--- config.mk ---
export PLATFORM = sky130hd
export DESIGN_NAME = handshake_bus_transmitter_core
export DESIGN_NICKNAME = d
export VERILOG_FILES = /design/src/sv/hbt_pkg.sv /design/src/sv/handshake_bus_transmitter_core.sv
export VERILOG_INCLUDE_DIRS = /design/src /design/src/sv
export SDC_FILE = /design/constraint.sdc
export NUM_CORES = 1
export LEC_CHECK = 0
export BUFFER_PORTS_ARGS = -buffer_cell sky130_fd_sc_hd__buf_2
export CORE_MARGIN = 4
export CORE_UTILIZATION = 55
export CTS_CLUSTER_SIZE = 12
export DETAILED_ROUTE_END_ITERATION = 8
export PLACE_DENSITY = 0.7
export SYNTH_ARGS = -nofsm -noshare
export SYNTH_HDL_FRONTEND = slang
export SYNTH_SLANG_ARGS = --single-unit
--- constraint.sdc ---
create_clock -name clock -period 14.5 [get_ports clock]
set_clock_uncertainty 0.15 [all_clocks]
set_input_delay 0.725 -clock clock [delete_from_list [all_inputs] [get_ports clock]]
set_output_delay 0.725 -clock clock [all_outputs]
set_load 0.01 [all_outputs]
--- src/sv/assert_macros.svh ---
// ---------------------------------------------------------------------------
// Assertion macros shared by the RTL files
// ---------------------------------------------------------------------------
`ifndef ASSERT_MACROS_SVH
`define ASSERT_MACROS_SVH

// Plain condition checked on every clock edge outside reset
`define AST_CLK(lbl, cond, msg) \
   lbl: assert property (@(posedge clock) disable iff (reset) (cond)) \
      else $error(msg);

// Same-cycle implication checked on every clock edge outside reset
`define AST_IMP(lbl, ante, cons, msg) \
   lbl: assert property (@(posedge clock) disable iff (reset) (ante) |-> (cons)) \
      else $error(msg);

`endif

--- src/sv/hbt_pkg.sv ---
// ---------------------------------------------------------------------------
// hbt_pkg
// Types and codes for the handshake bus transmitter.
// ---------------------------------------------------------------------------
`default_nettype none

package hbt_pkg;

   // item operations
   localparam logic [1:0] OP_TICK = 2'd0;
   localparam logic [1:0] OP_LOAD = 2'd1;
   localparam logic [1:0] OP_SEND = 2'd2;

   // send result codes
   localparam logic [1:0] ERR_OK     = 2'd0;
   localparam logic [1:0] ERR_BUS    = 2'd1;
   localparam logic [1:0] ERR_STROBE = 2'd2;

   // transfer phases
   localparam logic [2:0] PH_IDLE        = 3'd0;
   localparam logic [2:0] PH_WAIT_BUS    = 3'd1;
   localparam logic [2:0] PH_WAIT_STROBE = 3'd2;
   localparam logic [2:0] PH_START_PAUSE = 3'd3;
   localparam logic [2:0] PH_BIT_SETUP   = 3'd4;
   localparam logic [2:0] PH_BIT_LOW     = 3'd5;
   localparam logic [2:0] PH_BYTE_PAUSE  = 3'd6;

   // configuration register indexes
   localparam logic [2:0] CSR_BUS_TICKS    = 3'd0;
   localparam logic [2:0] CSR_BUS_LOOPS    = 3'd1;
   localparam logic [2:0] CSR_STROBE_TICKS = 3'd2;
   localparam logic [2:0] CSR_STROBE_LOOPS = 3'd3;
   localparam logic [2:0] CSR_START_PAUSE  = 3'd4;
   localparam logic [2:0] CSR_BIT_PAUSE    = 3'd5;
   localparam logic [2:0] CSR_BYTE_PAUSE   = 3'd6;

   // result item, lowest bit last in the list
   typedef struct packed {
      logic [5:0] pad;
      logic [1:0] error_code;
      logic       done_res;
      logic       busy_res;
      logic       rx_irq_enable;
      logic       clk_out;
      logic       clk_drive;
      logic       act_drive;
      logic       dat_out;
      logic       dat_drive;
   } rsp_fields_type;

endpackage

`default_nettype wire

--- src/sv/handshake_bus_transmitter_core.sv ---
// ---------------------------------------------------------------------------
// handshake_bus_transmitter_core
// Sends a buffered message over a three-wire handshake bus, one tick or
// pin sample per item.
// ---------------------------------------------------------------------------
// Channel  Direction  Handshake                Payload
// req      in         req_tvalid / req_tready  tuser operation, tdata byte+levels
// rsp      out        rsp_tvalid / rsp_tready  tdata line drives and status
// csr      in         csr_valid / csr_ready    csr_index, csr_data
//
// One item is taken per clock, rsp permitting; its result item is registered
// and shows in the cycle after acceptance. req_tready is low only while a
// result waits unclaimed: a stalled rsp side holds req off and nothing else.
// Reset is synchronous; the message store has no reset and needs no sweep.
// The message byte is read from a registered store port one byte ahead.
// ---------------------------------------------------------------------------
`default_nettype none

module handshake_bus_transmitter_core #(
   parameter int MSG_DEPTH = 16
) (
   input  wire logic        clock,
   input  wire logic        reset,
   input  wire logic        req_tvalid,
   output logic             req_tready,
   input  wire logic [1:0]  req_tuser,   // [1:0] operation
   input  wire logic [15:0] req_tdata,   // [7:0] byte_value, [8] act_level, [9] clk_level
   output logic             rsp_tvalid,
   input  wire logic        rsp_tready,
   output logic [15:0]      rsp_tdata,   // [0] dat_drive, [1] dat_out, [2] act_drive,
                                         // [3] clk_drive, [4] clk_out, [5] rx_irq_enable,
                                         // [6] busy_res, [7] done_res, [9:8] error_code
   input  wire logic        csr_valid,
   output logic             csr_ready,
   input  wire logic [2:0]  csr_index,
   input  wire logic [15:0] csr_data
);
   import hbt_pkg::*;

   localparam int IDX_W  = $clog2(MSG_DEPTH + 1);
   localparam int ADDR_W = $clog2(MSG_DEPTH);
   localparam logic [8:0]       DepthWide = 9'(MSG_DEPTH);
   localparam logic [IDX_W-1:0] DepthIdx  = IDX_W'(MSG_DEPTH);

   // configuration registers
   logic [15:0] bus_ticks_ff, strobe_ticks_ff, start_pause_ff, bit_pause_ff, byte_pause_ff;
   logic [7:0]  bus_loops_ff, strobe_loops_ff;

   // transfer state
   logic [2:0]        phase_ff, phase_in;
   logic [IDX_W-1:0]  load_ptr_ff, load_ptr_in;
   logic [IDX_W-1:0]  byte_idx_ff, byte_idx_in;
   logic [2:0]        bit_idx_ff, bit_idx_in;
   logic [15:0]       tick_ff, tick_in;
   logic [7:0]        loop_ff, loop_in;
   logic [IDX_W-1:0]  len_ff;
   logic [7:0]        cur_byte_ff, cur_byte_in;
   logic              dat_drive_ff, dat_drive_in, dat_level_ff, dat_level_in;
   logic              act_drive_ff, act_drive_in;
   logic              clk_drive_ff, clk_drive_in, clk_level_ff, clk_level_in;
   logic              irq_en_ff, irq_en_in;
   logic [1:0]        err_ff, err_in;
   logic              done_in;

   // message store
   logic [7:0]        msg_store_ff [MSG_DEPTH];
   logic [7:0]        rd_data_ff;
   logic [IDX_W-1:0]  rd_idx;
   logic [ADDR_W-1:0] rd_addr;
   logic              mem_we;

   // result register
   rsp_fields_type    rsp_ff, rsp_in;
   logic              rsp_valid_ff;

   // unpacked input item
   logic       req_accept;
   logic [1:0] req_op;
   logic [7:0] req_byte;
   logic       req_act, req_clk;

   // timing helpers
   logic [16:0] tick_inc;
   logic [15:0] wait_ticks, pause_len;
   logic [7:0]  wait_loops;
   logic        period_end, pause_end, loop_hit;

   assign req_tready = !rsp_valid_ff || rsp_tready;
   assign req_accept = req_tvalid && req_tready;
   assign req_op     = req_tuser;
   assign req_byte   = req_tdata[7:0];
   assign req_act    = req_tdata[8];
   assign req_clk    = req_tdata[9];
   assign csr_ready  = 1'b1;

   // configuration writes
   always_ff @(posedge clock) begin
      if (reset) begin
         bus_ticks_ff    <= 16'd20000;
         bus_loops_ff    <= 8'd10;
         strobe_ticks_ff <= 16'hFFFF;
         strobe_loops_ff <= 8'd10;
         start_pause_ff  <= 16'd100;
         bit_pause_ff    <= 16'd50;
         byte_pause_ff   <= 16'd100;
      end else if (csr_valid && csr_ready) begin
         case (csr_index)
            CSR_BUS_TICKS:    bus_ticks_ff    <= csr_data;
            CSR_BUS_LOOPS:    bus_loops_ff    <= csr_data[7:0];
            CSR_STROBE_TICKS: strobe_ticks_ff <= csr_data;
            CSR_STROBE_LOOPS: strobe_loops_ff <= csr_data[7:0];
            CSR_START_PAUSE:  start_pause_ff  <= csr_data;
            CSR_BIT_PAUSE:    bit_pause_ff    <= csr_data;
            CSR_BYTE_PAUSE:   byte_pause_ff   <= csr_data;
            default: ;
         endcase
      end
   end

   // wait and pause limits for the current phase
   always_comb begin
      wait_ticks = (phase_ff == PH_WAIT_BUS) ? bus_ticks_ff : strobe_ticks_ff;
      wait_loops = (phase_ff == PH_WAIT_BUS) ? bus_loops_ff : strobe_loops_ff;
      case (phase_ff)
         PH_START_PAUSE: pause_len = start_pause_ff;
         PH_BYTE_PAUSE:  pause_len = byte_pause_ff;
         default:        pause_len = bit_pause_ff;
      endcase
   end

   assign tick_inc   = {1'b0, tick_ff} + 17'd1;
   assign period_end = tick_inc >= {1'b0, wait_ticks};
   assign pause_end  = tick_inc >= {1'b0, pause_len};
   assign loop_hit   = loop_ff >= wait_loops;

   // store read runs one byte ahead once bits are on the wire
   always_comb begin
      if (phase_ff == PH_BIT_SETUP || phase_ff == PH_BIT_LOW || phase_ff == PH_BYTE_PAUSE)
         rd_idx = byte_idx_ff + IDX_W'(1);
      else
         rd_idx = byte_idx_ff;
      rd_addr = (rd_idx < DepthIdx) ? rd_idx[ADDR_W-1:0] : '0;
   end

   assign mem_we = req_accept && (phase_ff == PH_IDLE) && (req_op == OP_LOAD)
                   && (load_ptr_ff < DepthIdx);

   always_ff @(posedge clock) begin
      if (mem_we)
         msg_store_ff[load_ptr_ff[ADDR_W-1:0]] <= req_byte;
      rd_data_ff <= msg_store_ff[rd_addr];
   end

   // saturated length taken as the first byte is loaded
   always_ff @(posedge clock) begin
      if (mem_we && load_ptr_ff == '0)
         len_ff <= ({1'b0, req_byte} > DepthWide) ? DepthIdx : req_byte[IDX_W-1:0];
   end

   // next transfer state for the item
   always_comb begin
      phase_in     = phase_ff;
      load_ptr_in  = load_ptr_ff;
      byte_idx_in  = byte_idx_ff;
      bit_idx_in   = bit_idx_ff;
      tick_in      = tick_ff;
      loop_in      = loop_ff;
      cur_byte_in  = cur_byte_ff;
      dat_drive_in = dat_drive_ff;
      dat_level_in = dat_level_ff;
      act_drive_in = act_drive_ff;
      clk_drive_in = clk_drive_ff;
      clk_level_in = clk_level_ff;
      irq_en_in    = irq_en_ff;
      err_in       = err_ff;
      done_in      = 1'b0;

      if (req_accept) begin
         if (phase_ff == PH_IDLE) begin
            if (req_op == OP_LOAD) begin
               if (load_ptr_ff < DepthIdx)
                  load_ptr_in = load_ptr_ff + IDX_W'(1);
            end else if (req_op == OP_SEND) begin
               irq_en_in    = 1'b0;
               dat_drive_in = 1'b0;
               dat_level_in = 1'b0;
               act_drive_in = 1'b0;
               clk_drive_in = 1'b0;
               clk_level_in = 1'b0;
               tick_in      = '0;
               loop_in      = '0;
               byte_idx_in  = '0;
               bit_idx_in   = '0;
               phase_in     = PH_WAIT_BUS;
            end
         end else if (req_op == OP_TICK) begin
            case (phase_ff)
               PH_WAIT_BUS, PH_WAIT_STROBE: begin
                  if (phase_ff == PH_WAIT_BUS && req_act) begin
                     dat_drive_in = 1'b1;
                     act_drive_in = 1'b1;
                     tick_in      = '0;
                     loop_in      = '0;
                     phase_in     = PH_WAIT_STROBE;
                  end else if (phase_ff == PH_WAIT_STROBE && !req_clk) begin
                     dat_level_in = 1'b1;
                     tick_in      = '0;
                     phase_in     = PH_START_PAUSE;
                  end else if (period_end) begin
                     tick_in = '0;
                     if (loop_hit) begin
                        done_in = 1'b1;
                        err_in  = (phase_ff == PH_WAIT_BUS) ? ERR_BUS : ERR_STROBE;
                     end else begin
                        loop_in = loop_ff + 8'd1;
                     end
                  end else begin
                     tick_in = tick_inc[15:0];
                  end
               end
               PH_START_PAUSE, PH_BIT_SETUP, PH_BIT_LOW, PH_BYTE_PAUSE: begin
                  if (!pause_end) begin
                     tick_in = tick_inc[15:0];
                  end else begin
                     tick_in = '0;
                     case (phase_ff)
                        PH_START_PAUSE: begin
                           clk_drive_in = 1'b1;
                           clk_level_in = 1'b1;
                           if (len_ff == '0) begin
                              done_in = 1'b1;
                              err_in  = ERR_OK;
                           end else begin
                              cur_byte_in  = rd_data_ff;
                              dat_level_in = rd_data_ff[0];
                              phase_in     = PH_BIT_SETUP;
                           end
                        end
                        PH_BIT_SETUP: begin
                           clk_level_in = 1'b0;
                           phase_in     = PH_BIT_LOW;
                        end
                        PH_BIT_LOW: begin
                           clk_level_in = 1'b1;
                           bit_idx_in   = bit_idx_ff + 3'd1;
                           if (bit_idx_ff == 3'd7) begin
                              phase_in = PH_BYTE_PAUSE;
                           end else begin
                              dat_level_in = cur_byte_ff[bit_idx_in];
                              phase_in     = PH_BIT_SETUP;
                           end
                        end
                        default: begin
                           // byte pause over: next byte or end of message
                           byte_idx_in = byte_idx_ff + IDX_W'(1);
                           if (byte_idx_in >= len_ff) begin
                              done_in = 1'b1;
                              err_in  = ERR_OK;
                           end else begin
                              cur_byte_in  = rd_data_ff;
                              dat_level_in = rd_data_ff[0];
                              phase_in     = PH_BIT_SETUP;
                           end
                        end
                     endcase
                  end
               end
               default: begin
                  done_in = 1'b1;
                  err_in  = ERR_OK;
               end
            endcase

            // end of send: release the bus and rearm reception
            if (done_in) begin
               dat_drive_in = 1'b0;
               dat_level_in = 1'b0;
               act_drive_in = 1'b0;
               clk_drive_in = 1'b0;
               clk_level_in = 1'b0;
               irq_en_in    = 1'b1;
               phase_in     = PH_IDLE;
               load_ptr_in  = '0;
            end
         end
      end
   end

   // state registers
   always_ff @(posedge clock) begin
      if (reset) begin
         phase_ff     <= PH_IDLE;
         load_ptr_ff  <= '0;
         byte_idx_ff  <= '0;
         bit_idx_ff   <= '0;
         tick_ff      <= '0;
         loop_ff      <= '0;
         dat_drive_ff <= 1'b0;
         dat_level_ff <= 1'b0;
         act_drive_ff <= 1'b0;
         clk_drive_ff <= 1'b0;
         clk_level_ff <= 1'b0;
         irq_en_ff    <= 1'b1;
         err_ff       <= ERR_OK;
      end else begin
         phase_ff     <= phase_in;
         load_ptr_ff  <= load_ptr_in;
         byte_idx_ff  <= byte_idx_in;
         bit_idx_ff   <= bit_idx_in;
         tick_ff      <= tick_in;
         loop_ff      <= loop_in;
         dat_drive_ff <= dat_drive_in;
         dat_level_ff <= dat_level_in;
         act_drive_ff <= act_drive_in;
         clk_drive_ff <= clk_drive_in;
         clk_level_ff <= clk_level_in;
         irq_en_ff    <= irq_en_in;
         err_ff       <= err_in;
      end
   end

   always_ff @(posedge clock) begin
      cur_byte_ff <= cur_byte_in;
   end

   // result item built from the state after the item
   always_comb begin
      rsp_in               = '0;
      rsp_in.dat_drive     = dat_drive_in;
      rsp_in.dat_out       = dat_drive_in && dat_level_in;
      rsp_in.act_drive     = act_drive_in;
      rsp_in.clk_drive     = clk_drive_in;
      rsp_in.clk_out       = clk_drive_in && clk_level_in;
      rsp_in.rx_irq_enable = irq_en_in;
      rsp_in.busy_res      = (phase_in != PH_IDLE);
      rsp_in.done_res      = done_in;
      rsp_in.error_code    = err_in;
   end

   always_ff @(posedge clock) begin
      if (reset)
         rsp_valid_ff <= 1'b0;
      else if (req_accept)
         rsp_valid_ff <= 1'b1;
      else if (rsp_tready)
         rsp_valid_ff <= 1'b0;
   end

   always_ff @(posedge clock) begin
      if (req_accept)
         rsp_ff <= rsp_in;
   end

   assign rsp_tvalid = rsp_valid_ff;
   assign rsp_tdata  = rsp_ff;

   // checks
`include "assert_macros.svh"
   `AST_CLK(a_done_not_busy, !(rsp_valid_ff && rsp_ff.done_res && rsp_ff.busy_res), "done while busy")
   `AST_IMP(a_idle_released, phase_ff == PH_IDLE, !dat_drive_ff && !act_drive_ff && !clk_drive_ff && irq_en_ff, "lines held while idle")
   `AST_IMP(a_byte_in_range, phase_ff == PH_BIT_SETUP || phase_ff == PH_BIT_LOW, byte_idx_ff < len_ff, "byte index past length")
   `AST_CLK(a_load_ptr_range, load_ptr_ff <= DepthIdx, "load pointer past store")

endmodule

`default_nettype wire
# [Word-level counts from Yosys, hierarchy flattened]
# Memory sizes are Yosys's and may differ from the RTL's. A register that Yosys moved wholly into a read port is not among the register bits.
# Index checks and enable logic that the tools add are counted.
[classes] addsub=5 order_cmp=8 eq_ne=24 muxes=144 bitwise=3 reduce_logical=48
[ops] cell="$mux 16" count=9
[ops] cell="$mux 8" count=12
[ops] cell="$mux 1" count=66
[ops] cell="$mux 5" count=13
[ops] cell="$pmux 16 s2" count=2
[ops] cell="$mux 3" count=18
[ops] cell="$ge 17x16->1" count=2
[ops] cell="$mux 2" count=12
[ops] cell="$eq 3x3->1 const B" count=7
[ops] cell="$add 16x1->17 const B" count=1
[ops] cell="$pmux 8 s2" count=1
[ops] cell="$reduce_and 8->1" count=2
[ops] cell="$reduce_and 2->1" count=7
[ops] cell="$reduce_and 7->1" count=2
[ops] cell="$reduce_bool 2->1" count=7
[ops] cell="$eq 3x2->1 const B" count=4
[ops] cell="$add 5x1->5 const B" count=2
[ops] cell="$logic_not 5->1" count=2
[ops] cell="$lt 5x5->1 const B" count=2
[ops] cell="$ne 2x1->1 const B" count=5
[ops] cell="$reduce_and 5->1" count=2
[ops] cell="$logic_and 1x1->1" count=9
[ops] cell="$pmux 3 s3" count=1
[ops] cell="$reduce_bool 3->1" count=3
[ops] cell="other kinds (26)" count=41
[word_totals] reg_bits=168 ramBits=128 inputBits=42 memories=1
[mem_list] name="msg_store_ff" words=16 word_bits=8 rd=1 rd_clocked_by_memory_dff=1 write_ports=1 line_no="handshake_bus_transmitter_core.sv:66" text="logic [7:0] msg_store_ff [MSG_DEPTH];"

# [Logic depth before layout (Yosys ltp)]
# Gate-level depths: netlist (run 1).
[logic_depth] ltp_word=16 mapped_depth=19 depth_no_buf=16

# [Worst setup path after synthesis (run 1)]
# Ideal clock, no wire load.
[synth_path] path_kind="register -> register" start="register phase_ff[0]" end="register rsp_ff (netlist bit rsp_tdata[6]) (data pin)" setup_time_ps=283 arrival_time_ps=4159 t_required_ps=14067 path_slack_ps=9908 path_stages_with_launch=19 n_path_buf=4 path_cell_list="dfxtp_1 buf_2 inv_1 clkbuf_1 nand2_1 a21oi_1 clkbuf_1 o21ai_0 ha_1 nand4_1 nor3_1 or4b_1 mux2_2 o21ai_0 a21oi_1 buf_2 a2111oi_0 a221o_1 o2111ai_1"
[synth_rtl] item="start: declaration" line_no="handshake_bus_transmitter_core.sv:50" text="logic [2:0] phase_ff, phase_in;"
[synth_rtl] item="start signal: assignment" line_no="handshake_bus_transmitter_core.sv:306" text="phase_ff <= phase_in;"
[synth_rtl] item="end signal: assignment" line_no="handshake_bus_transmitter_core.sv:351" text="rsp_ff <= rsp_in;"
[synth_rtl] item="end: declaration" line_no="handshake_bus_transmitter_core.sv:73" text="rsp_fields_type rsp_ff, rsp_in;"

# [Worst setup path after layout (run 1)]
[layout_path] start="register phase_ff[2]" end="register tick_ff[12]"
[layout_between] elab_chain_len=9
[layout_lines] item="$eq 3x1->1" line_no="handshake_bus_transmitter_core.sv:122, handshake_bus_transmitter_core.sv:197, handshake_bus_transmitter_core.sv:199"
[layout_lines] item="$mux 16" line_no="handshake_bus_transmitter_core.sv:122" text="wait_ticks = (phase_ff == PH_WAIT_BUS) ? bus_ticks_ff : strobe_ticks_ff;"
[layout_lines] item="$ge 17x16->1" line_no="handshake_bus_transmitter_core.sv:132" text="assign period_end = tick_inc >= {1'b0, wait_ticks};"
[layout_lines] item="$mux 16" line_no="handshake_bus_transmitter_core.sv:209" text="end else if (period_end) begin"
[layout_lines] item="$mux 16" line_no="handshake_bus_transmitter_core.sv:205" text="end else if (phase_ff == PH_WAIT_STROBE && !req_clk) begin"
[layout_lines] item="$mux 16" line_no="handshake_bus_transmitter_core.sv:199" text="if (phase_ff == PH_WAIT_BUS && req_act) begin"
[layout_lines] item="$pmux 16 s2" line_no="handshake_bus_transmitter_core.sv:197" text="case (phase_ff)"
[layout_lines] item="$mux 16" line_no="handshake_bus_transmitter_core.sv:196" text="end else if (req_op == OP_TICK) begin"
[layout_lines] item="$mux 16" line_no="handshake_bus_transmitter_core.sv:179" text="if (phase_ff == PH_IDLE) begin"
[layout_lines] item="end signal: assignment" line_no="handshake_bus_transmitter_core.sv:310" text="tick_ff <= tick_in;"
[layout_lines] item="end: declaration" line_no="handshake_bus_transmitter_core.sv:54" text="logic [15:0] tick_ff, tick_in;"
# Parallel ways exist; a longest one is shown, timed or not. The select of a mux whose other input is x is not followed.
# A chain may end at the register's enable or synchronous reset.

==> results of run 1 <==
-- cell type report --
cell class | instances | area, um2 | area share [%]
Multi-Input combinational cell | 1003 | 6132 | 39.26
Sequential cell | 304 | 7597 | 48.64
Timing Repair Buffer | 63 | 357.8 | 2.291
Clock inverter | 5 | 27.53 | 0.1762
Inverter | 27 | 101.3 | 0.6488
Clock buffer | 52 | 991.0 | 6.344
Tap cell | 330 | 412.9 | 2.643
-- through the flow --
stage                     hold slack [ns]  util [%]  cells  power [W]  area [um2]
after detailed placement           0.2406     57.82   1727   0.001032       14600
after CTS                          0.2496     61.85   1784   0.001819       15620
after floorplan                    0.2355         -   1412  0.0009965       14150
final                              0.2406     61.85   1784   0.001806       15620
after global placement             0.2377     57.82   1727   0.001029       14600
after global routing               0.2667     61.85   1784   0.001866       15620
-- cells by family (layout without fill, tap and decap cells) --
group | after synthesis | in the layout
buffers and inverters | 105 | 147
AO/OA/AOI/OAI | 323 | 323
AND/OR/NAND/NOR | 551 | 551
other | 2 | 7
multiplexers | 41 | 41
adder cells (fa/ha/maj) | 51 | 51
flip-flops | 304 | 304
XOR/XNOR | 30 | 30
-- sequential cells by signal, indices dropped and copies added, names as in the netlist, 8 cells and up --
name / count
loop_ff: 8
rd_data_ff: 8
bus_ticks_ff: 16
rsp_tdata: 10
cur_byte_ff: 8
strobe_loops_ff: 8
tick_ff: 16
bit_pause_ff: 16
msg_store_ff: 128
bus_loops_ff: 8
strobe_ticks_ff: 16
byte_pause_ff: 16
start_pause_ff: 16
-- Yosys cell counts (4+ instances only) --
cell,instances
a211oi_1,13
a21o_1,9
a21oi_1,108
a221oi_1,4
a31oi_1,36
a32o_1,11
and2_1,25
and3_1,9
buf_1,7
buf_2,6
buf_4,7
clkbuf_1,56
dfxtp_1,153
edfxtp_1,151
ha_1,50
inv_1,27
mux2_2,6
mux2i_1,25
mux4_2,10
nand2_1,319
nand2b_1,10
nand3_1,20
nand3b_1,39
nand4_1,13
nor2_1,54
nor2b_1,10
nor3_1,19
nor4_1,6
o2111ai_1,6
o211ai_1,9
o21a_1,8
o21ai_0,37
o22ai_1,49
o31ai_1,5
or3_1,5
or4_1,6
xnor2_1,17
xor2_1,13
-- per-layer routing --
metal  global-route usage (%)  share of wire (%)
met1                    30.83                 42
met2                    41.18                 49
met3                    3.733                5.0
met4                    9.280                3.8
met5                        0              0.041
-- power groups by stage --
stage | logic, W | clock network [W] | registers [W]
final | 0.0000972 | 0.000792 | 0.000917
after global routing | 0.000108 | 0.000840 | 0.000918
after CTS | 0.0000969 | 0.000805 | 0.000917
after detailed placement | 0.0000963 | 0 | 0.000935
after global placement | 0.0000940 | 0 | 0.000935
after floorplan | 0.0000613 | 0 | 0.000935
-- path summary, 6_finish.rpt --
check,start,end,slack [ns],cells past startpoint
min reg2reg,rd_data_ff[6],cur_byte_ff[6],0.24,0
min,rd_data_ff[6],cur_byte_ff[6],0.24,0
max reg2reg,phase_ff[2],tick_ff[12],7.97,13
max,phase_ff[2],tick_ff[12],7.97,13
==> impl_metrics.xml, run 1 <==
<?xml version="1.0" encoding="UTF-8"?>
<metrics>
  <group name="status">
    <metric name="status" unit="">complete, no violations</metric>
  </group>
  <group name="cells_and_area">
    <metric name="area_growth_syn_to_layout" unit="%">10.51</metric>
    <metric name="antenna_fix_cells" unit="">0</metric>
    <metric name="drive_gt1_share" unit="%">9.629</metric>
    <metric name="layout.cells.most_common" unit="">nand2_1</metric>
    <metric name="fillers" unit="">2110</metric>
    <metric name="final_net_count" unit="">1525</metric>
    <metric name="final_cell_mix" unit="">nand2_1 (319), dfxtp_1 (153), edfxtp_1 (151)</metric>
  </group>
  <group name="logic_synthesis">
    <metric name="post_synthesis_async_set_or_reset_flop_share" unit="%">0</metric>
    <metric name="synth-edff-count" unit="">151</metric>
    <metric name="yosys.area_share.xor_xnor" unit="%">1.859</metric>
    <metric name="synth_simple_gate_area_share" unit="%">18.25</metric>
    <metric name="postSynthRegisterBits" unit="">304</metric>
    <metric name="synth.mux.area_fraction" unit="%">3.842</metric>
    <metric name="synth.avg_cell_area" unit="um2">10.05</metric>
    <metric name="synth.yosys.seq_area_share" unit="%">53.75</metric>
    <metric name="synth_compound_gate_area_share" unit="%">14.61</metric>
    <metric name="postSynthCellCount" unit="">1407</metric>
    <metric name="synth_area_leaders" unit="">edfxtp_1 (32%), dfxtp_1 (22%), nand2_1 (8.5%)</metric>
    <metric name="synth_top_cell_by_area" unit="">edfxtp_1</metric>
    <metric name="ys.flop_type" unit="">dfxtp_1</metric>
    <metric name="yosysUniqueCellTypes" unit="">71</metric>
    <metric name="yosys.area_share.adder" unit="%">4.497</metric>
    <metric name="netlist_area_before_placement" unit="um2">14130</metric>
    <metric name="main_combinational_cell_family_by_area_after_synthesis" unit="">simple AND/OR/NAND/NOR gates</metric>
    <metric name="ys_warn_count" unit="">0</metric>
    <metric name="synthDominantCellAreaShare" unit="%">32.08</metric>
  </group>
  <group name="route">
    <metric name="drt_iter0_markers" unit="">1163</metric>
    <metric name="ant_nets" unit="">0</metric>
    <metric name="avgViaCountPerCell" unit="">6.026</metric>
    <metric name="avgRoutedWirePerCell" unit="um">19.21</metric>
    <metric name="via_count" unit="">10750</metric>
    <metric name="number_of_remaining_drc_errors" unit="">0</metric>
    <metric name="overall_routed_net_length" unit="mm">34.28</metric>
    <metric name="first_pass_iters" unit="">7</metric>
  </group>
  <group name="critical_path">
    <metric name="crit_family" unit="">compound AO/OA/AOI/OAI gates</metric>
    <metric name="worst-endpoint-required" unit="ns">14.68</metric>
    <metric name="critPathMaxFanout" unit="">20</metric>
    <metric name="critical_path.slowest_cell" unit="">a21oi_1</metric>
    <metric name="cp_num_buf_inv" unit="">1</metric>
    <metric name="timing.critical_path.to_type" unit="">flip-flop</metric>
    <metric name="path_class" unit="">flip-flop to flip-flop</metric>
    <metric name="crit_path_start_kind" unit="">flip-flop</metric>
    <metric name="cp_cell_sequence" unit="">inv_1 -&gt; nand2_1 -&gt; a21oi_1 -&gt; o21ai_0 -&gt; ha_1 -&gt; nand4_1 -&gt; nor3_1 -&gt; or4b_1 -&gt; mux2_2 -&gt; o21ai_0 -&gt; a21oi_1 -&gt; a221oi_1 -&gt; a221oi_1</metric>
    <metric name="critPathArrivalTime" unit="ns">6.71</metric>
    <metric name="slowest_delay" unit="ns">1.05</metric>
  </group>
  <group name="timing">
    <metric name="grt_setup_unrepaired" unit="">false</metric>
    <metric name="timing.slew.headroom" unit="%">12.57</metric>
    <metric name="finalSetupViolations" unit="">0</metric>
    <metric name="timing.setup.tns" unit="ns">0</metric>
    <metric name="maxSlewViolCount" unit="">0</metric>
    <metric name="hold_viol" unit="">0</metric>
    <metric name="tightest_slew" unit="ns">1.307</metric>
    <metric name="final.period_utilization" unit="%">45.01</metric>
    <metric name="postLayoutSetupSlackWorst" unit="ns">7.974</metric>
    <metric name="fmax" unit="MHz">153.2</metric>
    <metric name="fin_crit" unit="ns">6.526</metric>
  </group>
  <group name="placement">
    <metric name="io_buffers" unit="">47</metric>
    <metric name="place_hpwl" unit="mm">22.92</metric>
    <metric name="routability_driven_placement_congestion_ratio" unit="">0.9161</metric>
    <metric name="dp_worst_setup_slack" unit="ns">8.017</metric>
  </group>
  <group name="clock_tree">
    <metric name="cts-htree-levels" unit="">2</metric>
    <metric name="clkSlewWorstSetupHoldPaths" unit="ns">0.06</metric>
    <metric name="clock-sinks" unit="">304</metric>
    <metric name="cts-root-buf" unit="">clkbuf_16</metric>
    <metric name="post-cts-setup-buffers" unit="">0</metric>
    <metric name="post_cts.resized_instances" unit="">0</metric>
    <metric name="ctsLongestPathBuffers" unit="">3</metric>
    <metric name="cts.hold.buffers_added" unit="">0</metric>
    <metric name="clkLatencyLatePin" unit="ns">0.51</metric>
    <metric name="numCtsBuffers" unit="">34</metric>
    <metric name="cts_tree" unit="">yes</metric>
  </group>
  <group name="power">
    <metric name="power.share.switching" unit="%">21.83</metric>
    <metric name="power.share.clock" unit="%">43.8</metric>
    <metric name="power.sequential.fraction" unit="%">50.8</metric>
    <metric name="max-vdd-ir-drop" unit="mV">0.1171</metric>
    <metric name="pwr-share-comb" unit="%">5.4</metric>
    <metric name="power.net_switching" unit="W">0.0003944</metric>
    <metric name="powerDensity" unit="nW/um2">115.6</metric>
    <metric name="cellInternalPower" unit="W">0.001412</metric>
    <metric name="leakage" unit="nW">5.702</metric>
  </group>
  <group name="die">
    <metric name="dieArea" unit="um2">28330</metric>
    <metric name="rows" unit="">58</metric>
    <metric name="core_area" unit="um2">25250</metric>
    <metric name="initial_utilization" unit="%">55.97</metric>
    <metric name="floorplan.die.height" unit="um">168.3</metric>
    <metric name="fp.dieW" unit="um">168.3</metric>
    <metric name="num_io_pins" unit="">61</metric>
  </group>
  <group name="grt">
    <metric name="first_pass_grt_wire_length" unit="mm">55.24</metric>
    <metric name="maximum_number_of_pins_on_one_net_before_global_route_repair" unit="">76</metric>
    <metric name="track_usage" unit="%">24.05</metric>
    <metric name="number_of_antenna_violations_at_the_first_check_in_global_routing" unit="">1</metric>
    <metric name="grt_pass1_vias" unit="">10580</metric>
    <metric name="grt_remaining_overflow" unit="">0</metric>
  </group>
  <group name="hold_path">
    <metric name="hold_path.class" unit="">flip-flop to flip-flop</metric>
  </group>
  <group name="job">
    <metric name="maxCapViolCount" unit="">0</metric>
  </group>
</metrics>
Power figures use the tool's default switching activity.
==> run 2, diff against run 1 <==
==> constraint.sdc (replaced) <==
create_clock -name clock -period 6.1 [get_ports clock]
set_clock_uncertainty 0.15 [all_clocks]
set_input_delay 0.305 -clock clock [delete_from_list [all_inputs] [get_ports clock]]
set_output_delay 0.305 -clock clock [all_outputs]
set_load 0.01 [all_outputs]
==> run 2 against run 1 <==
- sequential share of layout area down 0.66 points
- non-clock buffer count up 21
- routed wire length up 1.5%
- final cell count up 1.4%
- fmax up 27%
- flip-flop and latch count unchanged
- critical path depth up 2
- combinational power up 150%
- total power up 140%
- count of clock-buffer cells in the layout down 1
- worst hold slack worse by 0.21 ns
- critical path type unchanged
- largest power group unchanged
==> impl_metrics.xml, run 2 (synthesized netlist as in run 1, its figures left out) <==
<?xml version="1.0" encoding="UTF-8"?>
<metrics>
  <group name="grt">
    <metric name="grt_pass1_vias" unit="">10650</metric>
    <metric name="grt_remaining_overflow" unit="">0</metric>
    <metric name="maximum_number_of_pins_on_one_net_before_global_route_repair" unit="">92</metric>
    <metric name="number_of_antenna_violations_at_the_first_check_in_global_routing" unit="">0</metric>
    <metric name="track_usage" unit="%">24.45</metric>
    <metric name="first_pass_grt_wire_length" unit="mm">56.20</metric>
  </group>
  <group name="timing">
    <metric name="timing.setup.tns" unit="ns">0</metric>
    <metric name="grt_setup_unrepaired" unit="">false</metric>
    <metric name="maxSlewViolCount" unit="">0</metric>
    <metric name="finalSetupViolations" unit="">0</metric>
    <metric name="final.period_utilization" unit="%">84.41</metric>
    <metric name="fmax" unit="MHz">194.2</metric>
    <metric name="tightest_slew" unit="ns">1.282</metric>
    <metric name="hold_viol" unit="">0</metric>
    <metric name="fin_crit" unit="ns">5.149</metric>
    <metric name="timing.slew.headroom" unit="%">14.06</metric>
  </group>
  <group name="critical_path">
    <metric name="path_class" unit="">flip-flop to flip-flop</metric>
    <metric name="worst-r2r-cell-count" unit="">15</metric>
    <metric name="critical_path.reg2reg.endpoint" unit="">tick_ff[12]</metric>
    <metric name="cp_num_buf_inv" unit="">0</metric>
    <metric name="crit_family" unit="">simple AND/OR/NAND/NOR gates</metric>
    <metric name="r2r_start" unit="">tick_ff[0]</metric>
    <metric name="r2r_slack" unit="ns">0.95</metric>
    <metric name="cp_cell_sequence" unit="">and3_1 -&gt; and3_1 -&gt; nand2_1 -&gt; nor2_1 -&gt; nand4_1 -&gt; xnor2_1 -&gt; ha_1 -&gt; nand4_1 -&gt; nor3_1 -&gt; or4b_1 -&gt; mux2_2 -&gt; o21ai_0 -&gt; a21oi_1 -&gt; a221oi_1 -&gt; a221oi_1</metric>
    <metric name="critPathMaxFanout" unit="">13</metric>
    <metric name="critical_path.slowest_cell" unit="">a221oi_1</metric>
    <metric name="critPathArrivalTime" unit="ns">5.34</metric>
    <metric name="worst-endpoint-required" unit="ns">6.29</metric>
    <metric name="crit_path_start_kind" unit="">flip-flop</metric>
    <metric name="timing.critical_path.to_type" unit="">flip-flop</metric>
    <metric name="slowest_delay" unit="ns">0.81</metric>
  </group>
  <group name="cells_and_area">
    <metric name="area_growth_syn_to_layout" unit="%">12.03</metric>
    <metric name="largest_register_ffs" unit="">128</metric>
    <metric name="drive_gt1_share" unit="%">10.01</metric>
    <metric name="fillers" unit="">2048</metric>
    <metric name="final_cell_mix" unit="">nand2_1 (319), dfxtp_1 (153), edfxtp_1 (151)</metric>
    <metric name="layout.cells.most_common" unit="">nand2_1</metric>
    <metric name="antenna_fix_cells" unit="">0</metric>
    <metric name="final_net_count" unit="">1546</metric>
    <metric name="final_design_area_no_fill" unit="um2">15840</metric>
  </group>
  <group name="clock_tree">
    <metric name="clock-sinks" unit="">304</metric>
    <metric name="cts-root-buf" unit="">clkbuf_16</metric>
    <metric name="clkSlewWorstSetupHoldPaths" unit="ns">0.06</metric>
    <metric name="cts-htree-levels" unit="">2</metric>
    <metric name="post_cts.resized_instances" unit="">0</metric>
    <metric name="clkLatencyLatePin" unit="ns">0.52</metric>
    <metric name="numCtsBuffers" unit="">34</metric>
    <metric name="ctsLongestPathBuffers" unit="">3</metric>
    <metric name="cts_tree" unit="">yes</metric>
  </group>
  <group name="placement">
    <metric name="io_buffers" unit="">47</metric>
    <metric name="routability_driven_placement_congestion_ratio" unit="">0.8815</metric>
    <metric name="place_hpwl" unit="mm">23.06</metric>
    <metric name="placed_cell_area" unit="um2">14620</metric>
  </group>
  <group name="die">
    <metric name="num_io_pins" unit="">61</metric>
    <metric name="rows" unit="">58</metric>
    <metric name="dieArea" unit="um2">28330</metric>
    <metric name="fp.dieW" unit="um">168.3</metric>
    <metric name="core_area" unit="um2">25250</metric>
    <metric name="initial_utilization" unit="%">55.97</metric>
    <metric name="floorplan.die.height" unit="um">168.3</metric>
  </group>
  <group name="hold_path">
    <metric name="holdPathStages" unit="">2</metric>
    <metric name="worst_hold_path.endpoint" unit="">rsp_tdata[7]</metric>
    <metric name="hold_path.class" unit="">primary input to flip-flop</metric>
    <metric name="hold_path.startpoint" unit="">req_tuser[1]</metric>
  </group>
  <group name="route">
    <metric name="drt_iter0_markers" unit="">1194</metric>
    <metric name="avgViaCountPerCell" unit="">6.005</metric>
    <metric name="avgRoutedWirePerCell" unit="um">19.23</metric>
    <metric name="via_count" unit="">10860</metric>
    <metric name="number_of_remaining_drc_errors" unit="">0</metric>
    <metric name="first_pass_iters" unit="">6</metric>
    <metric name="overall_routed_net_length" unit="mm">34.79</metric>
    <metric name="ant_nets" unit="">0</metric>
  </group>
  <group name="status">
    <metric name="status" unit="">complete, no violations</metric>
  </group>
  <group name="power">
    <metric name="max-vdd-ir-drop" unit="mV">0.2579</metric>
    <metric name="powerDensity" unit="nW/um2">272.8</metric>
    <metric name="leakage" unit="nW">5.808</metric>
  </group>
  <group name="job">
    <metric name="maxCapViolCount" unit="">0</metric>
  </group>
</metrics>
[run 2: final cells by class]
| class | instances | area [um2] | area share [%] |
|---|---|---|---|
| Sequential cell | 304 | 7597 | 47.98 |
| Multi-Input combinational cell | 1003 | 6132 | 38.72 |
| Clock buffer | 51 | 955.9 | 6.037 |
| Timing Repair Buffer | 84 | 560.5 | 3.540 |
| Tap cell | 330 | 412.9 | 2.607 |
| Inverter | 27 | 101.3 | 0.6400 |
| Clock inverter | 10 | 75.07 | 0.4741 |
[run 2: worst max path at each step]
| stage | startpoint | end | slack, ns | depth (start not counted) |
|---|---|---|---|---|
| after floorplan | phase_ff[0] | rsp_tdata[6] | 1.51 | 18 |
| after global placement | phase_ff[1] | tick_ff[12] | 1.10 | 14 |
| after detailed placement | tick_ff[0] | tick_ff[12] | 1.01 | 15 |
| after CTS | tick_ff[0] | tick_ff[12] | 0.93 | 15 |
| after global routing | tick_ff[0] | tick_ff[12] | 0.57 | 15 |
| final | tick_ff[0] | tick_ff[12] | 0.95 | 15 |
[run 2: metrics by stage]
| step | setup WS (ns) | cells | util, % | power (W) | hold WS (ns) |
|---|---|---|---|---|---|
| 2_1_floorplan | 1.508 | 1412 | - | 0.002369 | 0.2355 |
| 3_3_place_gp | 1.095 | 1730 | 57.91 | 0.002447 | 0.2358 |
| 3_5_place_dp | 1.014 | 1730 | 57.91 | 0.002453 | 0.2387 |
| 4_1_cts | 0.9271 | 1809 | 62.70 | 0.004349 | 0.01091 |
| 5_1_grt | 0.5714 | 1809 | 62.70 | 0.004466 | 0.03006 |
| 6_report | 0.9509 | 1809 | 62.70 | 0.004320 | 0.03119 |
[run 2: layer usage]
layer | vias up | GRT usage [%] | wire length [um]
met4 | 0 | 8.186 | 991
met3 | 62 | 3.592 | 2092
li1 | 5204 | - | -
met1 | 5207 | 31.65 | 14490
met2 | 390 | 42.30 | 17210
met5 | - | 0 | 0
[run 2: where the power goes]
part | switching (W) | internal [W] | total [W] | leakage, nW
logic | 0.000160 | 0.0000816 | 0.000241 | 2.69
clock network | 0.000807 | 0.00109 | 0.00190 | 0.505
registers | 0.0000122 | 0.00217 | 0.00218 | 2.62
[run 2: repair_timing]
item,4_1_cts,5_1_grt
buffers inserted,0,0
hold endpoints to repair,96,0
hold buffers,18,0
setup endpoints to repair,0,0
==> run 3, diff against run 2 <==
==> constraint.sdc (replaced) <==
create_clock -name clock -period 5.28 [get_ports clock]
set_clock_uncertainty 0.15 [all_clocks]
set_input_delay 0.264 -clock clock [delete_from_list [all_inputs] [get_ports clock]]
set_output_delay 0.264 -clock clock [all_outputs]
set_load 0.01 [all_outputs]
==> run 3 against run 2 <==
- total power rose by 20%
- first-iteration DRC count fell by 19%
- core utilization rose by 0.98 points
- final area rose by 1.6%
- via count rose by 1.1%
- count of clock-buffer cells in the layout fell by 1
- routed wire length rose by 2.0%
- flip-flop and latch count did not move
- setup slack got worse by 0.60 ns
- critical path type unchanged
- highest routed layer is now met5
==> impl_metrics.xml, run 3 (synthesized netlist as in run 1, its figures left out) <==
<?xml version="1.0" encoding="UTF-8"?>
<metrics>
  <group name="status">
    <metric name="status" unit="">complete, no violations</metric>
  </group>
  <group name="cells_and_area">
    <metric name="largest_register_ffs" unit="">128</metric>
    <metric name="finish.cell_count_without_fillers" unit="">1827</metric>
    <metric name="area_growth_syn_to_layout" unit="%">13.78</metric>
    <metric name="final_cell_mix" unit="">nand2_1 (319), dfxtp_1 (153), edfxtp_1 (151)</metric>
    <metric name="regArea" unit="um2">7597</metric>
    <metric name="fillers" unit="">2061</metric>
    <metric name="final_net_count" unit="">1564</metric>
    <metric name="antenna_fix_cells" unit="">0</metric>
    <metric name="layout.cells.most_common" unit="">nand2_1</metric>
    <metric name="multi_input_comb_area" unit="um2">6140</metric>
    <metric name="drive_gt1_share" unit="%">10.62</metric>
  </group>
  <group name="timing">
    <metric name="tightest_slew" unit="ns">1.095</metric>
    <metric name="fmax" unit="MHz">202.9</metric>
    <metric name="finalSetupViolations" unit="">0</metric>
    <metric name="timing.setup.tns" unit="ns">0</metric>
    <metric name="maxSlewViolCount" unit="">0</metric>
    <metric name="grt_setup_unrepaired" unit="">false</metric>
    <metric name="postLayoutSetupSlackWorst" unit="ns">0.3506</metric>
    <metric name="worst_hold_slack" unit="ns">0.02071</metric>
    <metric name="final.period_utilization" unit="%">93.36</metric>
    <metric name="timing.slew.headroom" unit="%">26.98</metric>
    <metric name="hold_viol" unit="">0</metric>
    <metric name="fin_crit" unit="ns">4.929</metric>
  </group>
  <group name="route">
    <metric name="first_pass_iters" unit="">5</metric>
    <metric name="number_of_remaining_drc_errors" unit="">0</metric>
    <metric name="overall_routed_net_length" unit="mm">35.48</metric>
    <metric name="avgRoutedWirePerCell" unit="um">19.42</metric>
    <metric name="ant_nets" unit="">0</metric>
    <metric name="via_count" unit="">10990</metric>
    <metric name="avgViaCountPerCell" unit="">6.014</metric>
    <metric name="drt_iter0_markers" unit="">971</metric>
  </group>
  <group name="critical_path">
    <metric name="critPathArrivalTime" unit="ns">5.16</metric>
    <metric name="critPathMaxFanout" unit="">11</metric>
    <metric name="critical_path.slowest_cell" unit="">dlygate4sd3_1</metric>
    <metric name="path_class" unit="">flip-flop to flip-flop</metric>
    <metric name="worst-endpoint-required" unit="ns">5.51</metric>
    <metric name="crit_path_start_kind" unit="">flip-flop</metric>
    <metric name="cp_cell_sequence" unit="">and3_1 -&gt; and3_1 -&gt; nand2_1 -&gt; nor2_1 -&gt; nand4_1 -&gt; xnor2_2 -&gt; ha_1 -&gt; nand4_1 -&gt; nor3_1 -&gt; or4b_1 -&gt; mux2_2 -&gt; o21ba_1 -&gt; a221oi_4 -&gt; o21ai_2 -&gt; nor4_1 -&gt; dlygate4sd3_1</metric>
    <metric name="timing.critical_path.to_type" unit="">flip-flop</metric>
    <metric name="slowest_delay" unit="ns">0.58</metric>
    <metric name="crit_family" unit="">simple AND/OR/NAND/NOR gates</metric>
    <metric name="cp_num_buf_inv" unit="">1</metric>
  </group>
  <group name="grt">
    <metric name="grt_pass1_vias" unit="">10830</metric>
    <metric name="grt_remaining_overflow" unit="">0</metric>
    <metric name="maximum_number_of_pins_on_one_net_before_global_route_repair" unit="">71</metric>
    <metric name="first_pass_grt_wire_length" unit="mm">57.01</metric>
    <metric name="number_of_antenna_violations_at_the_first_check_in_global_routing" unit="">1</metric>
    <metric name="track_usage" unit="%">24.97</metric>
  </group>
  <group name="job">
    <metric name="maxCapViolCount" unit="">0</metric>
  </group>
  <group name="die">
    <metric name="num_io_pins" unit="">61</metric>
    <metric name="rows" unit="">58</metric>
    <metric name="core_area" unit="um2">25250</metric>
    <metric name="fp.dieW" unit="um">168.3</metric>
    <metric name="floorplan.die.height" unit="um">168.3</metric>
    <metric name="initial_utilization" unit="%">55.97</metric>
    <metric name="dieArea" unit="um2">28330</metric>
  </group>
  <group name="clock_tree">
    <metric name="ctsLongestPathBuffers" unit="">3</metric>
    <metric name="clkSlewWorstSetupHoldPaths" unit="ns">0.06</metric>
    <metric name="clock-sinks" unit="">304</metric>
    <metric name="cts-root-buf" unit="">clkbuf_16</metric>
    <metric name="cts-htree-levels" unit="">2</metric>
    <metric name="cts_tree" unit="">yes</metric>
    <metric name="numCtsBuffers" unit="">35</metric>
    <metric name="clkLatencyLatePin" unit="ns">0.52</metric>
    <metric name="post-cts-setup-buffers" unit="">0</metric>
  </group>
  <group name="placement">
    <metric name="place_hpwl" unit="mm">23.39</metric>
    <metric name="dp_worst_setup_slack" unit="ns">0.4310</metric>
    <metric name="io_buffers" unit="">47</metric>
    <metric name="routability_driven_placement_congestion_ratio" unit="">0.9243</metric>
    <metric name="place_inst" unit="">1740</metric>
  </group>
  <group name="hold_path">
    <metric name="hold_path.class" unit="">primary input to flip-flop</metric>
  </group>
  <group name="power">
    <metric name="max-vdd-ir-drop" unit="mV">0.3365</metric>
    <metric name="leakage" unit="nW">5.930</metric>
    <metric name="powerDensity" unit="nW/um2">323.1</metric>
  </group>
</metrics>
run 3: final timing paths:
| kind | slack (ns) | from | end | cells after the start |
|---|---|---|---|---|
| worst min-delay path | 0.02 | req_tdata[4] | msg_store_ff[13][4] | 1 |
| worst max-delay path | 0.35 | tick_ff[2] | rsp_tdata[7] | 16 |
| worst max register to register | 0.35 | tick_ff[2] | rsp_tdata[7] | 16 |
| worst min register to register | 0.25 | rd_data_ff[3] | cur_byte_ff[3] | 0 |
run 3: layer usage:
| metal | track usage [%] | vias up | share of wire (%) |
|---|---|---|---|
| met2 | 42.56 | 381 | 49 |
| met1 | 31.54 | 5257 | 41 |
| met3 | 3.616 | 107 | 5.9 |
| met4 | 11.54 | 2 | 4.5 |
| met5 | 0 | - | 0.037 |
| li1 | - | 5240 | - |
run 3: area by class of cell:
cell class / instances / share of cell area (%)
multi-input combinational: 1003 / 38.17
inverter: 27 / 0.6302
tap: 330 / 2.567
clock inverter: 12 / 1.066
clock buffer: 50 / 5.858
sequential: 304 / 47.24
timing repair buffer: 101 / 4.466
run 3: repair_timing:
action	in CTS	in global routing
hold buffers	25	0
resized for setup	0	1
endpoints found under the setup margin	0	1
hold endpoints to repair	150	0
run 3: worst reg2reg max path, delay by kind of cell (launching register included):
family | cells | cell delay (ns)
XOR/XNOR | 1 | 0.20
multiplexers | 1 | 0.31
flip-flops | 1 | 0.42
AND/OR/NAND/NOR | 9 | 2.00
adder cells (fa/ha/maj) | 1 | 0.32
AO/OA/AOI/OAI | 3 | 0.82
buffers and inverters | 1 | 0.58
run 3: report_power, final:
| group | total, W | switching (W) | leakage, nW | internal, W |
|---|---|---|---|---|
| Combinational | 0.000291 | 0.000189 | 2.78 | 0.000102 |
| Sequential | 0.00252 | 0.0000143 | 2.62 | 0.00250 |
| Clock | 0.00239 | 0.000944 | 0.536 | 0.00144 |
run 3: through the flow:
step | area, um2 | total power [W] | util, %
final | 16080 | 0.005197 | 63.68
after global routing | 16080 | 0.005359 | 63.68
after CTS | 16080 | 0.005226 | 63.65
after detailed placement | 14710 | 0.002841 | 58.25
after global placement | 14710 | 0.002834 | 58.25
after floorplan | 14150 | 0.002736 | -
